`src/assert_macros.svh`:
```
// Assertion macros for the RTL files of the rotation vector block.
// Depends on nothing; included by the files that carry assertions.
`ifndef ASSERT_MACROS_SVH
`define ASSERT_MACROS_SVH

// The expression holds at every clock edge outside reset.
`define ASSERT_ALWAYS(label, clk, rst, expr) \
   label: assert property (@(posedge clk) disable iff (rst) (expr)) \
      else $error("assertion failed");

// When the antecedent holds, the consequent holds in the next clock cycle.
`define ASSERT_NEXT(label, clk, rst, ante, cons) \
   label: assert property (@(posedge clk) disable iff (rst) (ante) |=> (cons)) \
      else $error("assertion failed");

`endif

```
`src/rmrv_isqrt.sv`:
```
// Pipelined integer square root, one result bit per stage, with a sideband.
// Depends on nothing beyond its parameters.
`default_nettype none

module rmrv_isqrt #(
   parameter int VW  = 64,
   parameter int SBW = 1
) (
   input  wire logic            clock,
   input  wire logic            reset,
   input  wire logic            en,
   input  wire logic            in_valid,
   input  wire logic [VW-1:0]   in_value,
   input  wire logic [SBW-1:0]  in_side,
   output logic                 out_valid,
   output logic [VW/2-1:0]      out_root,
   output logic [SBW-1:0]       out_side
);

   localparam int RW = VW / 2;
   localparam int MW = RW + 3;

   logic           vld_ff  [RW];
   logic [MW-1:0]  rem_ff  [RW];
   logic [RW-1:0]  root_ff [RW];
   logic [VW-1:0]  val_ff  [RW];
   logic [SBW-1:0] side_ff [RW];

   for (genvar k = 0; k < RW; k++) begin : g_stage
      logic           vld_p;
      logic [MW-1:0]  rem_p, rem_sh, trial, rem_in;
      logic [RW-1:0]  root_p, root_in;
      logic [VW-1:0]  val_p;
      logic [SBW-1:0] side_p;

      if (k == 0) begin : g_head
         assign vld_p  = in_valid;
         assign rem_p  = '0;
         assign root_p = '0;
         assign val_p  = in_value;
         assign side_p = in_side;
      end else begin : g_body
         assign vld_p  = vld_ff[k-1];
         assign rem_p  = rem_ff[k-1];
         assign root_p = root_ff[k-1];
         assign val_p  = val_ff[k-1];
         assign side_p = side_ff[k-1];
      end

      assign rem_sh = {rem_p[MW-3:0], val_p[VW-1:VW-2]};
      assign trial  = {1'b0, root_p, 2'b01};

      always_comb begin
         if (rem_sh >= trial) begin
            rem_in  = rem_sh - trial;
            root_in = {root_p[RW-2:0], 1'b1};
         end else begin
            rem_in  = rem_sh;
            root_in = {root_p[RW-2:0], 1'b0};
         end
      end

      always_ff @(posedge clock) begin
         if (reset) begin
            vld_ff[k] <= 1'b0;
         end else if (en) begin
            vld_ff[k] <= vld_p;
         end
         if (en) begin
            rem_ff[k]  <= rem_in;
            root_ff[k] <= root_in;
            val_ff[k]  <= {val_p[VW-3:0], 2'b00};
            side_ff[k] <= side_p;
         end
      end
   end

   assign out_valid = vld_ff[RW-1];
   assign out_root  = root_ff[RW-1];
   assign out_side  = side_ff[RW-1];

endmodule

`default_nettype wire

```
`config.mk`:
```
export PLATFORM = sky130hd
export DESIGN_NAME = rmrv_isqrt
export DESIGN_NICKNAME = d
export VERILOG_FILES = /design/src/assert_macros.svh /design/src/rmrv_isqrt.sv
export SDC_FILE = /design/constraint.sdc
export NUM_CORES = 2
export LEC_CHECK = 0
export BUFFER_PORTS_ARGS = -buffer_cell sky130_fd_sc_hd__buf_2
export CAP_MARGIN = 20
export CORE_MARGIN = 2
export CORE_UTILIZATION = 30
export CTS_CLUSTER_SIZE = 24
export DETAILED_ROUTE_END_ITERATION = 16
export PLACE_DENSITY = 0.44
export SETUP_SLACK_MARGIN = 0.5
export SLEW_MARGIN = 0
export SYNTH_ARGS = -nofsm -noshare
export SYNTH_HDL_FRONTEND = slang
export SYNTH_MEMORY_MAX_BITS = 65536
export SYNTH_SLANG_ARGS = --single-unit
```
`constraint.sdc`:
```
create_clock -name clock -period 4.85 [get_ports clock]
set_clock_uncertainty 0.15 [all_clocks]
set_input_delay 0.485 -clock clock [delete_from_list [all_inputs] [get_ports clock]]
set_output_delay 0.485 -clock clock [all_outputs]
set_load 0.05 [all_outputs]
```
==> key figures <==
Worst setup path
  • Worst Path Max Fanout: 5
  • R2r setup slk: 0.68 ns
  • Worst reg2reg startpoint: root_ff[1][423]
  • CP Class: register to register
  • Required @ worst endpoint: 5.35 ns
  • RR Endpoint: rem_ff[1][522]
  • CP Launch Type: register
  • R2R depth: 11
  • CP endpoint kind: register
  • Worst Path Arrival: 4.66 ns

Timing
  • Worst slew pin tran: 1.05 ns
  • WHS: 0.0957 ns
  • Setup violators final: 0
  • Final Critical Period: 4.17 ns
  • RSZ-0062 raised after global routing: no
  • Final Max Tran Viols: 0
  • TNS Setup: 0 ns
  • Achievable Freq: 0.240 GHz
  • Period utilization: 85.9%
  • Slew margin rel.: 30.2%
  • Final hold viol count: 0

Floorplan
  • Die W: 635 um
  • Die area: 403000 um2
  • Site Rows: 231
  • I/O pin cnt: 103
  • Initial core utilization: 30.1%
  • Die Span Y: 635 um
  • Core box area: 396000 um2

Clock tree
  • Worst-Skew Late Latency: 0.92 ns
  • CTS tree: built
  • Max Root-Sink Buffers: 4
  • Root Buffer Master: clkbuf_16
  • H-tree depth: 5
  • Post-CTS Setup Inserts: 0
  • Total CTS buffers: 304
  • Reg clk slew, reported paths: 0.06 ns
  • # clock sinks: 2558

Hold path
  • Worst Hold Class: input pin to register
  • WHS Endpoint: vld_ff[1][0]
  • Min-Delay Startpoint: reset
  • Hold depth: 4

Global route
  • GR Overflow Total: 0
  • Largest net degree at the start of global routing: 132
  • Antenna violations before repair: 4
  • GRT Overall Usage: 13.1%
  • Vias in the first global route: 72200
  • Global-route wire length before repair: 419000 um

Synth
  • Largest area contributor in the netlist: edfxtp_1
  • Unique masters post-synth: 96
  • Synth top area share: 64.4%
  • Ys async rst share: 0%
  • Mean area per synthesized cell: 12.9 um2
  • Syn Nets: 9878
  • Number of synthesized flops with an enable pin: 2558
  • Ys flop type: edfxtp_1
  • Largest cells by area after synthesis: edfxtp_1, ha_1, xor2_1
  • Sequential fraction of the synthesis area: 64.4%
  • Cell count after synthesis: 9248
  • Synth Register Bits: 2558
  • Synthesized cell area: 119000 um2
  • Yosys Warn Count: 0

Final layout
  • Share of layout cells above drive strength 1: 8.48%
  • Commonest cells after routing, fill and taps aside: edfxtp_1, inv_1, nand2_1
  • Area Overhead vs Synth: 15.3%
  • Nets: 10300
  • Most common cell after layout, fill and taps aside: edfxtp_1
  • Cell area after layout: 138000 um2

Routing
  • Antenna viol nets, final: 0
  • Wirelength per Cell: 17.7 um
  • WL final: 268000 um
  • Initial DRC count: 5085
  • Drt drc: 0
  • First-pass DRT Iterations: 5
  • Via count: 72100
  • Vias per cell: 4.76

Outcome
  • Outcome: complete, no violations

Placed design
  • Final GP Congestion: 0.859
  • DP Area: 127000 um2
  • Port Buffers: 102
  • Hpwl dp: 193000 um

Power
  • Worst VDD drop: 273 uV
  • PD cells: 475 nW/um2
  • Leakage power total: 51.5 nW

Flow run
  • Max-cap violations: 0
flip-flops by register name, indices dropped and copies added (netlist names):
name / count
val_ff: 992
rem_ff: 974
root_ff: 528
side_ff: 32
vld_ff: 32
critical path, stage by stage, from the launching register on:
cell       delay, ns
edfxtp_1        0.40
inv_1           0.06
ha_1            0.33
a21oi_1         0.19
nor2_1          0.07
a211oi_1        0.82
nand4bb_1       0.31
a41oi_1         0.47
o21ai_0         0.24
a31o_2          0.30
a2111o_1        0.42
xnor2_1         0.15
what timing repair did:
item                                   CTS  global route
gates resized for setup                  1             8
gates cloned                             0             0
setup endpoints to repair                8            56
endpoints found under the hold margin   73             0
hold buffers                            68             0
area by class of cell:
cell class | instances | area [um2]
antenna | 2 | 5.00
clock buffer | 365 | 7990
fill | 38600 | 258000
timing repair buffer | 302 | 2570
sequential | 2558 | 76800
clock inverter | 182 | 1700
multi-input combinational | 5757 | 39100
tap | 5242 | 6560
inverter | 743 | 2790
stage by stage:
stage / util [%] / power (W) / worst slack [ns] / cells
after floorplan: - / 0.0390 / 1.13 / 9248
final: 34.7 / 0.0654 / 0.685 / 15200
after detailed placement: 32.1 / 0.0435 / 0.484 / 14500
after CTS: 34.7 / 0.0664 / 0.591 / 15100
after global routing: 34.7 / 0.0691 / 0.510 / 15200
after global placement: 32.1 / 0.0435 / 0.463 / 14500
synth_stat cells, types with 72 or more instances:
cell,n
nand2_1,613
ha_1,561
nor2_1,548
a21oi_1,548
mux2_2,90
and2_1,72
o31ai_1,83
xnor2_1,378
clkbuf_1,177
nand2b_1,92
nor4_1,128
nand3_1,170
nor3_1,228
a21o_1,241
nor2b_1,81
o21ai_0,476
or3_1,118
o21a_1,112
nand4_1,109
inv_1,736
xor2_1,390
edfxtp_1,2558
cell families (layout without fill, tap and decap cells):
kind of cell | after synthesis | count (layout) | synth area share [%]
buffers and inverters | 933 | 1592 | 2.95
AO/OA/AOI/OAI | 1890 | 1890 | 9.96
multiplexers | 111 | 111 | 1.03
flip-flops | 2558 | 2558 | 64.4
AND/OR/NAND/NOR | 2426 | 2426 | 10.2
XOR/XNOR | 768 | 768 | 5.64
adder cells (fa/ha/maj) | 561 | 561 | 5.88
other | 1 | 3 | 0.00314
metal layers:
layer	routed length, um	track usage, %	vias to the layer above
li1	-	-	35300
met5	0	0	-
met4	6180	3.32	0
met1	124000	17.7	35000
met3	11200	2.05	424
met2	127000	21.8	1393
where the power goes:
group | total (W) | internal [W] | switching, W
registers | 0.0298 | 0.0279 | 0.00188
logic | 0.0133 | 0.00551 | 0.00784
clock network | 0.0222 | 0.0130 | 0.00918
worst max-delay path by stage:
| stage | from | to | depth (start not counted) |
|---|---|---|---|
| 2_1_floorplan | rem_ff[1][246] | rem_ff[1][312] | 11 |
| 3_3_place_gp | rem_ff[1][315] | rem_ff[1][354] | 11 |
| 3_5_place_dp | rem_ff[1][315] | rem_ff[1][361] | 11 |
| 4_1_cts | rem_ff[1][321] | rem_ff[1][361] | 10 |
| 5_1_grt | rem_ff[0][473] | rem_ff[0][518] | 11 |
| 6_report | root_ff[1][423] | rem_ff[1][522] | 11 |
No activity file was read; power rests on OpenSTA's default activity.
