<file path="config.mk">
export PLATFORM = sky130hd
export DESIGN_NAME = rmrv_queue
export DESIGN_NICKNAME = d
export VERILOG_FILES = /design/src/rmrv_pkg.sv /design/src/rmrv_queue.sv
export VERILOG_INCLUDE_DIRS = /design/src /design/src/src
export SDC_FILE = /design/constraint.sdc
export NUM_CORES = 1
export LEC_CHECK = 0
export BUFFER_PORTS_ARGS = -buffer_cell sky130_fd_sc_hd__clkbuf_2
export CORE_ASPECT_RATIO = 2
export CORE_MARGIN = 1.5
export CORE_UTILIZATION = 59
export CTS_BUF_LIST = sky130_fd_sc_hd__clkbuf_8
export CTS_CLUSTER_SIZE = 20
export DETAILED_ROUTE_END_ITERATION = 7
export PLACE_DENSITY = 0.84
export RECOVER_POWER = 100
export SYNTH_ARGS = -nofsm -noshare
export SYNTH_HDL_FRONTEND = slang
export SYNTH_SLANG_ARGS = --single-unit
</file>
<file path="constraint.sdc">
create_clock -name clock -period 6.4 [get_ports clock]
set_input_delay 0.96 -clock clock [delete_from_list [all_inputs] [get_ports clock]]
set_output_delay 0.96 -clock clock [all_outputs]
set_load 0.005 [all_outputs]
</file>
<file path="src/assert_macros.svh">
// Assertion macros for the RTL files of the rotation vector block.
// Depends on nothing; included by the files that carry assertions.
`ifndef ASSERT_MACROS_SVH
`define ASSERT_MACROS_SVH

// The expression holds at every clock edge outside reset.
`define ASSERT_ALWAYS(label, clk, rst, expr) \
   label: assert property (@(posedge clk) disable iff (rst) (expr)) \
      else $error("assertion failed");

// When the antecedent holds, the consequent holds in the next clock cycle.
`define ASSERT_NEXT(label, clk, rst, ante, cons) \
   label: assert property (@(posedge clk) disable iff (rst) (ante) |=> (cons)) \
      else $error("assertion failed");

`endif

</file>
<file path="src/rmrv_pkg.sv">
// Package of the rotation matrix to rotation vector block: widths, codes, tables, types.
// Depends on nothing; used by every module of the block except rmrv_isqrt.
`default_nettype none

package rmrv_pkg;

   localparam int ENTRY_WIDTH  = 32;
   localparam int VECTOR_WIDTH = 32;
   localparam int WORK_FRAC    = 30;
   localparam int WORK_W       = 32;   // matrix entry on the Q.30 grid
   localparam int NUM_W        = 33;   // sum or difference of two entries
   localparam int T_W          = 33;   // square root argument, below 8.0
   localparam int LANES        = 3;
   localparam int QUEUE_DEPTH  = 4;
   localparam int CORDIC_STEPS = 30;

   localparam logic [1:0] BR_TRACE = 2'd0;
   localparam logic [1:0] BR_X     = 2'd1;
   localparam logic [1:0] BR_Y     = 2'd2;
   localparam logic [1:0] BR_Z     = 2'd3;

   localparam logic [31:0] ATAN_TAB [CORDIC_STEPS] = '{
      32'd843314856, 32'd497837829, 32'd263043836, 32'd133525158, 32'd67021686,
      32'd33543515, 32'd16775850, 32'd8388437, 32'd4194282, 32'd2097149,
      32'd1048575, 32'd524287, 32'd262143, 32'd131071, 32'd65535,
      32'd32767, 32'd16383, 32'd8191, 32'd4095, 32'd2047,
      32'd1023, 32'd511, 32'd255, 32'd127, 32'd63,
      32'd31, 32'd15, 32'd7, 32'd3, 32'd1
   };

   typedef struct packed {
      logic signed [ENTRY_WIDTH-1:0] m00;
      logic signed [ENTRY_WIDTH-1:0] m01;
      logic signed [ENTRY_WIDTH-1:0] m02;
      logic signed [ENTRY_WIDTH-1:0] m10;
      logic signed [ENTRY_WIDTH-1:0] m11;
      logic signed [ENTRY_WIDTH-1:0] m12;
      logic signed [ENTRY_WIDTH-1:0] m20;
      logic signed [ENTRY_WIDTH-1:0] m21;
      logic signed [ENTRY_WIDTH-1:0] m22;
   } req_type;

   typedef struct packed {
      logic signed [VECTOR_WIDTH-1:0] vec_x;
      logic signed [VECTOR_WIDTH-1:0] vec_y;
      logic signed [VECTOR_WIDTH-1:0] vec_z;
   } rsp_type;

   // Classified matrix: branch, square root argument and the three numerators
   // of the off-branch quaternion components in w, x, y, z order.
   typedef struct packed {
      logic [1:0]                  br;
      logic [T_W-1:0]              t;
      logic [LANES-1:0][NUM_W-1:0] num;
   } front_type;

endpackage

`default_nettype wire

</file>
<file path="src/rmrv_queue.sv">
// Short queue between the front end and the arithmetic pipeline.
// Depends on rmrv_pkg and assert_macros.svh.
`default_nettype none
`include "assert_macros.svh"

module rmrv_queue (
   input  wire logic                 clock,
   input  wire logic                 reset,
   input  wire logic                 push,
   input  wire rmrv_pkg::front_type  push_data,
   output logic                      full,
   input  wire logic                 pop,
   output logic                      empty,
   output rmrv_pkg::front_type       head
);

   localparam int DEPTH = rmrv_pkg::QUEUE_DEPTH;
   localparam int AW    = $clog2(DEPTH);
   localparam int CNTW  = AW + 1;

   rmrv_pkg::front_type slot_ff [DEPTH];
   logic [AW-1:0]   wr_ptr_ff, rd_ptr_ff;
   logic [CNTW-1:0] count_ff;
   logic            push_ok, pop_ok;

   assign full    = count_ff == CNTW'(DEPTH);
   assign empty   = count_ff == '0;
   assign push_ok = push && !full;
   assign pop_ok  = pop && !empty;
   assign head    = slot_ff[rd_ptr_ff];

   always_ff @(posedge clock) begin
      if (reset) begin
         wr_ptr_ff <= '0;
         rd_ptr_ff <= '0;
         count_ff  <= '0;
      end else begin
         if (push_ok) begin
            wr_ptr_ff <= wr_ptr_ff + 1'b1;
         end
         if (pop_ok) begin
            rd_ptr_ff <= rd_ptr_ff + 1'b1;
         end
         if (push_ok && !pop_ok) begin
            count_ff <= count_ff + 1'b1;
         end else if (pop_ok && !push_ok) begin
            count_ff <= count_ff - 1'b1;
         end
      end
      if (push_ok) begin
         slot_ff[wr_ptr_ff] <= push_data;
      end
   end

   `ASSERT_ALWAYS(a_count_bound, clock, reset, count_ff <= CNTW'(DEPTH))
   `ASSERT_ALWAYS(a_ptr_count, clock, reset, AW'(wr_ptr_ff - rd_ptr_ff) == count_ff[AW-1:0])
   `ASSERT_NEXT(a_push_grows, clock, reset, push_ok && !pop_ok, count_ff == $past(count_ff) + 1'b1)

endmodule

`default_nettype wire

</file>
==> flow_summary.yaml <==
final_layout:
  final-seq-area_mm2: 0.01628
  drive_above_1_share: 0.2480
  fin_util: 0.6847
  final_area_mm2: 0.02255
  finalNonFillerCells: 1560
  multi_input_area_mm2: 0.003277
  final_nets: 1217
  fillers: 2104
  area_delta_synth_final_pct: 13.96
worst_setup_path:
  criticalPathCategory: "reg -> out"
  critPathLaunchType: "flop"
  r2r_cells: 4
  required_ps: 5440
  reg2reg_to: "slot_ff[0][3]"
  crit_path_end_kind: "output port"
  cp.arrival_ps: 4050
  worst-path-max-fanout: 74
  r2r_slack_ps: 1460
  reg2reg_from: "count_ff[0]"
global_routing:
  grt_overflow: 0
  grt_usage: 0.2176
  grt_max_degree: 75
  grt_pass1_vias: 9577
  grt_pass1_wl_mm: 54.97
  antenna_found_initial: 11
yosys:
  ys_seq_area_frac: 0.8226
  synthTopCellsByCount: "edfxtp_1, mux4_2, buf_2"
  synth_seq_cells: 545
  synth-warning-count: 0
  synth.avg_cell_area_um2: 26.45
  syn_nets: 892
  syn_inst: 748
  synth_edf_count: 536
  synth_top_area_cell: "edfxtp_1"
  async_flop_share: 0
  synth.most_common_cell: "edfxtp_1"
  synth_top_cell_area_share: 0.8135
  syn_area_mm2: 0.01979
  synth_flop_cell: "edfxtp_1"
  ys_types: 22
  synth_area_leaders: "edfxtp_1, mux4_2, dfxtp_1"
clock_network:
  cts_inserted_buffers: 70
  cts.sinks: 545
  clock_tree.root_cell: "clkbuf_8"
  path_clk_slew_ps: 60
  cts_max_path_buffers: 3
  cts-resized-gates: 0
  cts_tree: "built"
  clkLatencyLatePin_ps: 610
  hold_buffers: 0
  post_cts_buffers: 0
  htreeDepth: 3
place:
  port_buffers: 273
  hpwlAfterDp_mm: 23.33
  gp_congestion: 0.7453
  placed_area_mm2: 0.02160
  place_inst: 1433
drt:
  first_pass_iters: 5
  drt-met1-wl_mm: 13.16
  postRouteWirelength_mm: 37.12
  avgRoutedWirePerCell_um: 23.80
  vias: 8943
  drt_iter0_markers: 588
  drcViolationCount: 0
  wl_met3_mm: 2.460
  viasPerCell: 5.733
  route.met2.wl_mm: 19.97
  ant_nets: 0
  top_layer: "met5"
worst_hold_path:
  min_path_cells: 2
  min_path_type: "reg -> reg"
  hp-start: "rd_ptr_ff[1]"
timing:
  fin_crit_sh: 0.7824
  setup_viol: 0
  totalNegativeSetupSlack_ps: 0
  tightest_slew_ps: 3607
  relSlewSlack: -1.405
  fin_hold_ws_ps: 533.9
  fin_skew_ps: 22.52
  hold_viol: 0
  period_needed_ps: 5007
  rsz0062_at_grt: "no"
  fmax_mhz: 199.7
  drv_slew: 328
outcome:
  violations: "max-capacitance violations, max-slew violations"
  status: "finished, violations left"
power:
  leakage_nw: 7.010
  p_per_area_mw_per_mm2: 377.1
  peakVddDrop_uv: 275.5
die:
  ios: 274
  die_area_mm2: 0.03471
  core_area_mm2: 0.03293
  initial_core_util: 0.6008
  die_w_um: 132.5
  die_h_um: 262.0
  rows: 94
flow_run:
  drv_cap: 5
## worst max-delay path, cell delays in order (launching register included)
cell      delay, ps
dfxtp_1        2360
buf_12          420
mux4_2          420
clkbuf_1        130
## layout by cell type, fill, tap and decap left out
cell type   netlist  routed
o311ai_0          1       1
dfxtp_1           9       8
clkinv_2          0      10
fa_1              1       1
ha_1              5       5
buf_4             0       6
nor2_1            6       6
nor3b_1           1       1
xor2_1            4       4
mux2i_1           2       2
buf_12            0       2
diode_2           0       7
mux4_2          134     134
clkinvlp_4        0       5
clkbuf_8          0      73
and2_1            4       4
buf_1             0       1
or3_1             2       2
a21oi_1           2       2
dfxtp_4           0       1
edfxtp_1        536     536
clkbuf_1          8     229
o31ai_1           1       1
o21ai_0           2       2
bufinv_16         0       1
clkbuf_2          0      46
inv_1             4      17
nor3_1            1       1
nand2b_1          2       2
clkinv_1          0      18
## layer usage
metal	GRT usage	vias up
met1	0.2614	4633
li1	-	3891
met3	0.05691	76
met2	0.3675	335
met5	0	-
met4	0.1129	8
## registers in the layout, indices dropped and copies added, names as in the netlist, named ones only
| name | flops |
|---|---|
| slot_ff | 536 |
| wr_ptr_ff | 2 |
| count_ff | 3 |
| rd_ptr_ff | 2 |
## report_power, final
part / internal (mW) / total, mW / switching (mW)
Combinational: 0.887 / 1.76 / 0.870
Clock: 1.10 / 2.25 / 1.15
Sequential: 4.31 / 4.49 / 0.184
Total: 6.29 / 8.50 / 2.21
## final cells by class
| cell class | instances | area share |
|---|---|---|
| inverters | 4 | 0.0006659 |
| repair buffers | 284 | 0.05228 |
| well taps | 432 | 0.02397 |
| clock buffers | 73 | 0.04456 |
| diodes | 7 | 0.0007769 |
| clock inverters | 47 | 0.01038 |
| multi-input cells | 168 | 0.1453 |
| flip-flops and latches | 545 | 0.7220 |
## per-stage QoR
| step | total power, mW | worst slack, ps |
|---|---|---|
| global placement | 6.382 | 2897 |
| detailed placement | 6.434 | 2864 |
| finish | 8.501 | 1393 |
| floorplan | 5.695 | 1518 |
| global route | 8.878 | 1089 |
| CTS | 8.683 | 2284 |
## logic make-up after synthesis
group                    count (synthesis)  synth area share
adder cells (fa/ha/maj)                  6          0.004174
XOR/XNOR                                 4          0.001771
flip-flops                             545            0.8226
AO/OA/AOI/OAI                            6          0.001834
buffers and inverters                   35           0.01176
AND/OR/NAND/NOR                         16          0.004300
multiplexers                           136            0.1535
## how the worst max path moves through the flow
stage                 endpoint  slack (ps)
4_1_cts              head[119]        2280
6_report              head[51]        1390
3_3_place_gp   slot_ff[2][102]        2900
3_5_place_dp    slot_ff[3][31]        2860
2_1_floorplan    slot_ff[0][0]        1520
5_1_grt        slot_ff[0][125]        1090
Power figures use the tool's default switching activity.
